[config.mk]
export PLATFORM = sky130hd
export DESIGN_NAME = dwv_lane
export DESIGN_NICKNAME = d
export VERILOG_FILES = /design/src/dwv_pkg.sv /design/src/dwv_lane.sv
export SDC_FILE = /design/constraint.sdc
export NUM_CORES = 2
export LEC_CHECK = 0
export BUFFER_PORTS_ARGS = -buffer_cell sky130_fd_sc_hd__buf_2
export CORE_MARGIN = 1
export CORE_UTILIZATION = 70
export CTS_BUF_LIST = sky130_fd_sc_hd__clkbuf_16
export CTS_CLUSTER_SIZE = 40
export DETAILED_ROUTE_END_ITERATION = 8
export HOLD_SLACK_MARGIN = 0.15
export PLACE_DENSITY_LB_ADDON = 0.1
export SYNTH_ARGS = -nofsm -noshare
export SYNTH_HDL_FRONTEND = slang
export SYNTH_SLANG_ARGS = --single-unit
[constraint.sdc]
create_clock -name clock -period 29 [get_ports clock]
set_clock_uncertainty 0.1 [all_clocks]
set_input_delay 2.9 -clock clock [delete_from_list [all_inputs] [get_ports clock]]
set_output_delay 2.9 -clock clock [all_outputs]
set_load 0.02 [all_outputs]
[src/dwv_pkg.sv]
// Shared types, constants and codes of the dual wheel velocity controller.
`default_nettype none
package dwv_pkg;

   // Fixed formats: velocities carry 12 fraction bits, counts are 32 bits.
   localparam int VelFracBits = 12;
   localparam int CountWidth = 32;
   localparam int SumShift = 8 + VelFracBits;

   // Speed per summed tick, Q0.24 m/s.
   localparam logic signed [23:0] SPEED_PER_SUM = 24'sd2141229;
   // Reciprocal of 50 at 24 fraction bits, rounded up; exact for the error range.
   localparam logic signed [23:0] RECIP_50 = 24'sd335545;
   localparam logic signed [20:0] INTEGRAL_LIM = 21'sd409600;
   // Deadband threshold compared against |v| times 100.
   localparam logic [22:0] DEADBAND = 23'd4096;

   // Register indexes of the configuration port.
   localparam logic [2:0] CSR_KV = 3'd0;
   localparam logic [2:0] CSR_KS_LEFT = 3'd1;
   localparam logic [2:0] CSR_KS_RIGHT = 3'd2;
   localparam logic [2:0] CSR_KP = 3'd3;
   localparam logic [2:0] CSR_KI = 3'd4;
   localparam logic [2:0] CSR_KD = 3'd5;
   localparam logic [2:0] CSR_SLEW_LIMIT = 3'd6;
   localparam logic [2:0] CSR_SMOOTH_WEIGHT = 3'd7;

   // Gains shared by both lanes.
   typedef struct packed {
      logic [15:0] kv;
      logic [15:0] kp;
      logic [15:0] ki;
      logic [15:0] kd;
      logic [12:0] slew_limit;
      logic [8:0]  smooth_weight;
   } gains_type;

   // Control from the top level to one lane.
   typedef struct packed {
      logic start;
      logic hold;
   } lane_ctl_type;

   // Status from one lane to the top level.
   typedef struct packed {
      logic done;
   } lane_stat_type;

   // Lane sequencer steps; each multiplying step uses the shared multiplier once.
   typedef enum logic [3:0] {
      STEP_IDLE,
      STEP_SPD_MUL,
      STEP_SPD_RND,
      STEP_EMA_NEW,
      STEP_EMA_OLD,
      STEP_INT,
      STEP_KV,
      STEP_KP,
      STEP_KI,
      STEP_KD,
      STEP_OUT
   } step_type;

   // Top level control states.
   typedef enum logic [1:0] {
      ST_IDLE,
      ST_RUN,
      ST_DRAIN
   } top_state_type;

endpackage
`default_nettype wire

[src/dwv_lane.sv]
// One wheel side: speed estimate, slew limit and PID on a shared multiplier.
`default_nettype none
module dwv_lane import dwv_pkg::*; (
   input  wire logic               clock,
   input  wire logic               reset,
   input  wire lane_ctl_type       ctl,
   input  wire gains_type          gains,
   input  wire logic [7:0]         ks,
   input  wire logic signed [13:0] target,
   input  wire logic [31:0]        count_front,
   input  wire logic [31:0]        count_rear,
   output lane_stat_type           stat,
   output logic [7:0]              duty,
   output logic                    rev,
   output logic signed [15:0]      speed,
   output logic signed [31:0]      odo_front,
   output logic signed [31:0]      odo_rear
);

   step_type step_ff, step_in;

   logic signed [15:0] slew_ff, mv_ff, pm_ff, speed_ff;
   logic signed [19:0] iacc_ff, integ_ff;
   logic [31:0]        last_f_ff, last_r_ff, odo_f_ff, odo_r_ff;
   logic signed [32:0] dsum_ff;
   logic               ndir_ff, tsmall_ff;
   logic signed [57:0] p_ff;
   logic signed [27:0] acc_ff;
   logic signed [16:0] e_ff;
   logic signed [22:0] dpm50_ff;
   logic signed [43:0] sum_ff;
   logic [7:0]         duty_ff;
   logic               rev_ff;

   logic signed [33:0] mul_a;
   logic signed [23:0] mul_b;
   logic signed [57:0] prod;

   // Step sequencing.
   always_comb begin
      case (step_ff)
         STEP_IDLE:    step_in = (ctl.start && !ctl.hold) ? STEP_SPD_MUL : STEP_IDLE;
         STEP_SPD_MUL: step_in = STEP_SPD_RND;
         STEP_SPD_RND: step_in = STEP_EMA_NEW;
         STEP_EMA_NEW: step_in = STEP_EMA_OLD;
         STEP_EMA_OLD: step_in = STEP_INT;
         STEP_INT:     step_in = STEP_KV;
         STEP_KV:      step_in = STEP_KP;
         STEP_KP:      step_in = STEP_KI;
         STEP_KI:      step_in = STEP_KD;
         STEP_KD:      step_in = STEP_OUT;
         default:      step_in = STEP_IDLE;
      endcase
   end

   always_ff @(posedge clock) begin
      if (reset) begin
         step_ff <= STEP_IDLE;
      end else begin
         step_ff <= step_in;
      end
   end

   // Effective smoothing weight, capped at one.
   logic [8:0] alpha;
   assign alpha = (gains.smooth_weight > 9'd256) ? 9'd256 : gains.smooth_weight;

   // Magnitude of the error plus half the divisor, for the rounded divide by 50.
   logic [17:0] e_abs_half;
   assign e_abs_half = (e_ff < 0) ? 18'(-e_ff) + 18'd25 : 18'(e_ff) + 18'd25;

   // Operand selection of the shared multiplier.
   always_comb begin
      case (step_ff)
         STEP_SPD_MUL: begin
            mul_a = 34'(dsum_ff);
            mul_b = SPEED_PER_SUM;
         end
         STEP_EMA_NEW: begin
            mul_a = 34'($signed({1'b0, alpha}));
            mul_b = 24'(speed_ff);
         end
         STEP_EMA_OLD: begin
            mul_a = 34'($signed({1'b0, 10'd256 - {1'b0, alpha}}));
            mul_b = 24'(mv_ff);
         end
         STEP_INT: begin
            mul_a = 34'($signed({1'b0, e_abs_half}));
            mul_b = RECIP_50;
         end
         STEP_KV: begin
            mul_a = 34'($signed({1'b0, gains.kv}));
            mul_b = 24'(slew_ff);
         end
         STEP_KP: begin
            mul_a = 34'($signed({1'b0, gains.kp}));
            mul_b = 24'(e_ff);
         end
         STEP_KI: begin
            mul_a = 34'($signed({1'b0, gains.ki}));
            mul_b = 24'(integ_ff);
         end
         STEP_KD: begin
            mul_a = 34'($signed({1'b0, gains.kd}));
            mul_b = 24'(dpm50_ff);
         end
         default: begin
            mul_a = '0;
            mul_b = '0;
         end
      endcase
   end

   assign prod = mul_a * mul_b;

   // Count deltas and slew limit, taken in the accepting cycle.
   logic signed [31:0] df, dr;
   logic signed [16:0] tdiff, mstep;
   logic signed [15:0] slew_next;
   assign df = $signed(count_front - last_f_ff);
   assign dr = $signed(count_rear - last_r_ff);
   assign tdiff = 17'(target) - 17'(slew_ff);
   assign mstep = $signed({4'd0, gains.slew_limit});
   always_comb begin
      if (tdiff > mstep) begin
         slew_next = slew_ff + 16'($signed({3'd0, gains.slew_limit}));
      end else if (tdiff < -mstep) begin
         slew_next = slew_ff - 16'($signed({3'd0, gains.slew_limit}));
      end else begin
         slew_next = 16'(target);
      end
   end

   // Rounded, saturated speed with the direction of travel applied.
   logic [57:0]        p_abs;
   logic [45:0]        rnd;
   logic signed [15:0] spd_sat, spd_dir;
   assign p_abs = p_ff[57] ? 58'(-p_ff) : 58'(p_ff);
   assign rnd = 46'((p_abs + 58'd2048) >> 12);
   always_comb begin
      if (!p_ff[57]) begin
         spd_sat = (rnd > 46'd32767) ? 16'sh7FFF : 16'(rnd);
      end else begin
         spd_sat = (rnd > 46'd32768) ? 16'sh8000 : 16'(-$signed(17'(rnd)));
      end
      if (!ndir_ff) begin
         spd_dir = spd_sat;
      end else begin
         spd_dir = (spd_sat == 16'sh8000) ? 16'sh7FFF : -spd_sat;
      end
   end

   // Smoothed speed, error and derivative term.
   logic signed [27:0] msum;
   logic signed [15:0] m_new;
   logic signed [16:0] dpm;
   assign msum = acc_ff + prod[27:0];
   assign m_new = msum[23:8];
   assign dpm = 17'(pm_ff) - 17'(m_new);

   // Integral update with clamp.
   logic [16:0]        q;
   logic signed [20:0] rd, isum;
   assign q = prod[40:24];
   assign rd = (e_ff < 0) ? -$signed({4'd0, q}) : $signed({4'd0, q});
   assign isum = 21'(iacc_ff) + rd;

   // Static friction term signed by the slewed velocity.
   logic signed [43:0] ks_term;
   assign ks_term = (slew_ff > 0) ? $signed({16'd0, ks, 20'd0})
                                  : -$signed({16'd0, ks, 20'd0});

   // Deadband tests and output magnitude.
   logic [15:0] s_abs;
   logic [22:0] s_x100;
   logic        moving, halt;
   logic [43:0] sum_abs;
   logic [23:0] mag;
   assign s_abs = (slew_ff < 0) ? 16'(-slew_ff) : 16'(slew_ff);
   assign s_x100 = 23'(s_abs) * 23'd100;
   assign moving = s_x100 > DEADBAND;
   assign halt = (s_x100 < DEADBAND) && tsmall_ff;
   assign sum_abs = sum_ff[43] ? 44'(-sum_ff) : 44'(sum_ff);
   assign mag = moving ? 24'(sum_abs >> SumShift) : 24'd0;

   // Target small enough for the halt deadband.
   logic [13:0] t_abs;
   assign t_abs = (target < 0) ? 14'(-target) : 14'(target);

   // State and datapath registers.
   always_ff @(posedge clock) begin
      if (reset) begin
         slew_ff   <= '0;
         mv_ff     <= '0;
         pm_ff     <= '0;
         iacc_ff   <= '0;
         last_f_ff <= '0;
         last_r_ff <= '0;
         odo_f_ff  <= '0;
         odo_r_ff  <= '0;
         duty_ff   <= '0;
         rev_ff    <= 1'b0;
      end else begin
         if (step_ff == STEP_IDLE && ctl.start) begin
            if (ctl.hold) begin
               slew_ff <= '0;
               duty_ff <= '0;
               rev_ff  <= 1'b0;
            end else begin
               ndir_ff   <= slew_ff < 0;
               slew_ff   <= slew_next;
               tsmall_ff <= (23'(t_abs) * 23'd100) < DEADBAND;
               last_f_ff <= count_front;
               last_r_ff <= count_rear;
               dsum_ff   <= 33'(df) + 33'(dr);
               odo_f_ff  <= (slew_ff < 0) ? odo_f_ff - 32'(df) : odo_f_ff + 32'(df);
               odo_r_ff  <= (slew_ff < 0) ? odo_r_ff - 32'(dr) : odo_r_ff + 32'(dr);
            end
         end
         case (step_ff)
            STEP_SPD_MUL: p_ff <= prod;
            STEP_SPD_RND: speed_ff <= spd_dir;
            STEP_EMA_NEW: acc_ff <= prod[27:0] + 28'sd128;
            STEP_EMA_OLD: begin
               mv_ff    <= m_new;
               pm_ff    <= m_new;
               e_ff     <= 17'(slew_ff) - 17'(m_new);
               dpm50_ff <= 23'(dpm) * 23'sd50;
            end
            STEP_INT: begin
               if (isum > INTEGRAL_LIM) begin
                  integ_ff <= 20'(INTEGRAL_LIM);
               end else if (isum < -INTEGRAL_LIM) begin
                  integ_ff <= 20'(-INTEGRAL_LIM);
               end else begin
                  integ_ff <= 20'(isum);
               end
            end
            STEP_KV: sum_ff <= 44'(prod) + ks_term;
            STEP_KP, STEP_KI, STEP_KD: sum_ff <= sum_ff + 44'(prod);
            STEP_OUT: begin
               rev_ff  <= moving && sum_ff[43] && (mag != 24'd0);
               duty_ff <= (halt || mag == 24'd0) ? 8'd0 :
                          ((mag > 24'd255) ? 8'd255 : 8'(mag));
               iacc_ff <= (!moving || halt) ? 20'sd0 : integ_ff;
            end
            default: ;
         endcase
      end
   end

   assign stat.done = step_ff == STEP_OUT;
   assign duty      = duty_ff;
   assign rev       = rev_ff;
   assign speed     = mv_ff;
   assign odo_front = $signed(odo_f_ff);
   assign odo_rear  = $signed(odo_r_ff);

endmodule
`default_nettype wire

Word level (Yosys, flattened, before mapping)
Index checks and enable logic that the tools add are counted.

Add/sub/neg operators: 31. Multiply operators: 4. $lt $le $gt $ge: 15. Equal/unequal tests: 11. Multiplexer cells: 34. Bitwise operators: 2. Reduce and logical (&&, ||, !) cells: 26.

Operators with widths (number): $pmux W34 S8 (1); $pmux W24 S8 (1); $mux W16 (9); $sub A32 B32 Y32 (4); $add A44 B44 Y44 (2); $mux W44 (2); $pmux W44 S2 (1); $add A32 B32 Y32 (2); $mux W32 (2); $add A58 B12 Y58 const B (1); $mul A34 B24 Y58 (1); $mux W58 (1); $neg A58 Y58 (1); $neg A16 Y16 (3); $gt A46 B15 Y1 const B (1); $gt A46 B16 Y1 const B (1); $neg A28 Y44 (1); $neg A44 Y44 (1); $mux W20 (2); $mux W8 (5); $pmux W4 S10 (1); $sub A16 B16 Y17 (2); $add A32 B32 Y33 (1); $add A24 B24 Y24 (1); 51 further kinds (76).

Register bits after elaboration: 429.

Logic depth before layout (Yosys ltp)
Depth after elaboration: 10. Depth in mapped cells: 61. Depth with buffers taken out: 59.

Worst setup path after synthesis
No wires, ideal clock.

Kind: input -> register. From: input port gains[8] (netlist name). To: register dpm50_ff[22] (data pin). Setup time: 287 ps. Data arrival time: 15564 ps. Setup slack: 13049 ps. Stages on the path: 52. Path through: clkbuf_1 -> inv_1 -> nand2_1 -> ha_1 -> o21ai_0 -> or4b_2 -> o21ai_0 -> a21oi_1 -> o21ai_0 -> clkbuf_1 -> nand2_1 -> fa_1 -> inv_1 -> fa_1 -> inv_1 -> fa_1 -> fa_1 -> inv_1 -> (+16 left out) -> mux2_2 -> a311oi_1 -> nand3_1 -> or2_2 -> nand3_1 -> o221a_2 -> a21oi_1 -> or3_1 -> maj3_1 -> o21ai_0 -> fa_1 -> ha_1 -> ha_1 -> a21oi_1 -> o21bai_1 -> a21oi_1 -> o21ai_0 -> xor2_1.

Longest elaborated chain between the ends: 8.

Ends and longest elaborated chain: from (decl) (RTL line dwv_lane.sv:7) `input wire gains_type gains,`; $gt A9 B9 Y1 (RTL line dwv_lane.sv:66) `assign alpha = (gains.smooth_weight > 9'd256) ? 9'd256 : gains.smooth_weight;`; $mux W9 (*) (RTL line dwv_lane.sv:66); $sub A9 B9 Y10 (RTL line dwv_lane.sv:84) `mul_a = 34'($signed({1'b0, 10'd256 - {1'b0, alpha}}));`; $pmux W34 S8 (*) (RTL line dwv_lane.sv:74) `case (step_ff)`; $mul A34 B24 Y58 (*) (RTL line dwv_lane.sv:114) `assign prod = mul_a * mul_b;`; net prod[17] (RTL line dwv_lane.sv:37) `logic signed [57:0] prod;`; $add A24 B24 Y24 (*) (RTL line dwv_lane.sv:157) `assign msum = acc_ff + prod[27:0];`; $sub A16 B16 Y17 (*) (RTL line dwv_lane.sv:159) `assign dpm = 17'(pm_ff) - 17'(m_new);`; $mul A17 B6 Y22 (*) (RTL line dwv_lane.sv:228) `dpm50_ff <= 23'(dpm) * 23'sd50;`; to (signal assigned) (RTL line dwv_lane.sv:228); to (decl) (RTL line dwv_lane.sv:30) `logic signed [22:0] dpm50_ff;`.

The timed path passes the listed nets; every way through them passes the cells marked *. A chain may end at the register's enable or synchronous reset.

Worst setup path in the final report
Same ends and word-level chain as after synthesis.

==> flow_summary.ini <==
[placed_design]
dp_hpwl_microns = 169000
placed_cell_area_sq_um = 71400
globalplace.congestion = 1.04
port-buffer-count = 265
pre_cts_ws_ns = 11.75

[final_layout]
nets = 9852
layout_common_cells = inv_1 (1295), fa_1 (850), nand2_1 (843)
area_growth_pct = 7.88
drive_gt1_share_pct = 7.38
final_common_cell = inv_1
design_area_sq_um = 73100

[clock_network]
cts_tree = built
clk_latency_ns = 0.65
ctsResizeCount = 0
cts.reportedPaths.clkPinSlew_ns = 0.06
ctsHoldBuffers = 0
cts_max_level = 2
cts_buffer_depth = 3
root_buffer = clkbuf_16
cts_setup_buffers = 0
cts_made_buffers = 49
clock_sinks = 428

[route]
viasPerCell = 6.19
vias = 59000
drc = 0
drtIter0Drc = 5741
routedWlPerCell_microns = 21.9
totalWireLength_microns = 208000
firstDrtPassIters = 8
drtAntennaViolNets = 0

[setup_path]
critPathLaunchType = primary input
worst-path-buf-inv = 7
reg2regPathDepth = 49
crit_arrival_ns = 17.10
cp-startpoint = gains[8]
path_depth = 53
slowest_delay_ns = 0.68
crit_family = adder cells
cp-endpoint = dpm50_ff[22]
cpMaxStageDelayCell = o21ai_0
cp_max_fo = 14
cp-end-kind = flip-flop
worstReg2RegEnd = dpm50_ff[22]
reg2reg_from = step_ff[0]
r2r_setup_slack_ns = 12.78
crit_type = primary input to flip-flop
worstPathRequired_ns = 29.23

[global_routing]
antenna_found_initial = 9
grt_max_degree = 75
grt_pass1_wl_microns = 324000
gr-total-overflow = 0
grt_pass1_vias = 58900
grt_use_total_pct = 42.8

[floorplan]
start_util_pct = 71.0
die_area_sq_um = 98000
die_y_microns = 313
core_area_sq_um = 95400
num_io_pins = 266
row_count = 113
dieWidth_microns = 313

[synth]
synth_cell_types = 131
synth-main-ff-cell = edfxtp_1
synth_area_sq_um = 67700
synth_xor_area_share_pct = 7.15
synth_top_family_by_area = adder cells
synth_edf_count = 235
avgSynthCellArea_sq_um = 8.68
synthSimpleGateAreaFrac_pct = 16.0
synth_mux_area_share_pct = 0.573
synth_compound_area_share_pct = 14.9
yosysWarnings = 0
ys_seq_elements = 428
netlist_instances = 7802
synth.yosys.seq_area_share_pct = 16.1
async_reset_ff_share_pct = 0
synth-adder-area-share_pct = 36.5

[sta]
timing.final.setup_violations = 0
setup_tns_ns = 0
final-hold-violation-count = 0
rsz0062_at_grt = no
max_slew_margin_pct = 16.6
drv_slew = 0
fmax_ghz = 0.0593
finalCritPeriodShare_pct = 58.2
setup_slack_ns = 12.13
worst_pin_slew_ns = 1.25
period_minus_slack_ns = 16.87

[min_path]
hp-class = flip-flop to flip-flop

[job]
cap_violations = 0

[status]
status = complete, no violations
[cell families after synthesis]
kind of cell / after synthesis
simple gates: 2261
buf+inv: 1537
compound gates: 1517
fa+ha+maj: 1468
xor+xnor: 551
flops: 428
mux: 38
other cells: 2
[synth_stat cells, types with 35 or more instances]
master | instances | area share [%]
inv_1 | 1280 | 7.1
fa_1 | 850 | 25
nand2_1 | 843 | 4.7
ha_1 | 606 | 11
nor2_1 | 502 | 2.8
a21oi_1 | 467 | 3.5
xnor2_1 | 401 | 5.2
o21ai_0 | 254 | 1.9
edfxtp_1 | 235 | 10
clkbuf_1 | 208 | 1.2
dfxtp_1 | 193 | 5.7
nor3_1 | 161 | 1.2
xor2_1 | 149 | 1.9
nand3_1 | 133 | 0.98
a21o_1 | 96 | 1.1
o21a_1 | 88 | 0.98
and2_1 | 81 | 0.75
nor2b_1 | 73 | 0.67
o21bai_1 | 72 | 0.80
nand2b_1 | 68 | 0.63
or3_1 | 66 | 0.61
a31oi_1 | 59 | 0.54
and3_1 | 56 | 0.52
a211oi_1 | 53 | 0.59
nor4_1 | 44 | 0.41
nand4_1 | 42 | 0.39
a22oi_1 | 41 | 0.45
o31ai_1 | 38 | 0.42
a22o_1 | 37 | 0.48
or2_2 | 35 | 0.32
[registers in the layout, indices dropped and copies added (netlist names), 17 cells and up]
register   flops
p_ff          58
sum_ff        44
dsum_ff       33
last_f_ff     32
last_r_ff     32
odo_front     32
odo_rear      32
acc_ff        24
dpm50_ff      22
iacc_ff       20
integ_ff      20
e_ff          17
[routing by layer]
metal  global-route usage [%]  wire [microns]  part of all wire (%)
met3                     10.5           23200                    11
met5                        0              59                 0.028
met2                     68.4           94000                    45
met1                     53.6           77400                    37
met4                     23.3           13700                   6.6
[worst register-to-register path: cells and delay by family, from the launching register on]
family	cells	cell delay (ns)
adders and majority gates	15	6.14
and+or+nand+nor	12	3.98
AOI/OAI and AO/OA	14	3.41
DFF	1	0.92
buffers and inverters	6	0.91
xor gates and xnor gates	2	0.50
[area by class of cell]
class / count / area (sq um)
clock inverter: 41 / 365
antenna: 7 / 17.5
timing repair buffer: 379 / 2190
fill: 6920 / 22400
multi-input combinational: 6081 / 51900
sequential: 428 / 10900
clock buffer: 51 / 1280
inverter: 1281 / 4810
tap: 1265 / 1580
[how the worst min path moves through the flow]
stage | startpoint | endpoint | slack [ns] | cells after the start
finish | last_r_ff[16] | last_r_ff[16] | 0.35 | 2
global route | last_r_ff[5] | last_r_ff[5] | 0.37 | 2
CTS | last_r_ff[23] | last_r_ff[23] | 0.35 | 2
detailed placement | last_f_ff[19] | last_f_ff[19] | 0.35 | 2
global placement | last_f_ff[12] | last_f_ff[12] | 0.34 | 2
floorplan | last_f_ff[10] | last_f_ff[10] | 0.34 | 2
[metrics by stage]
stage               hold slack [ns]  cells  util, %
floorplan                     0.336   8046        -
global placement              0.341   9434     74.8
detailed placement            0.346   9434     74.8
CTS                           0.354   9526     76.6
global route                  0.370   9529     76.6
finish                        0.354   9533     76.6
Power is not shown: default switching activity piles up to over one toggle a cycle in this logic, so the estimate is an artifact.
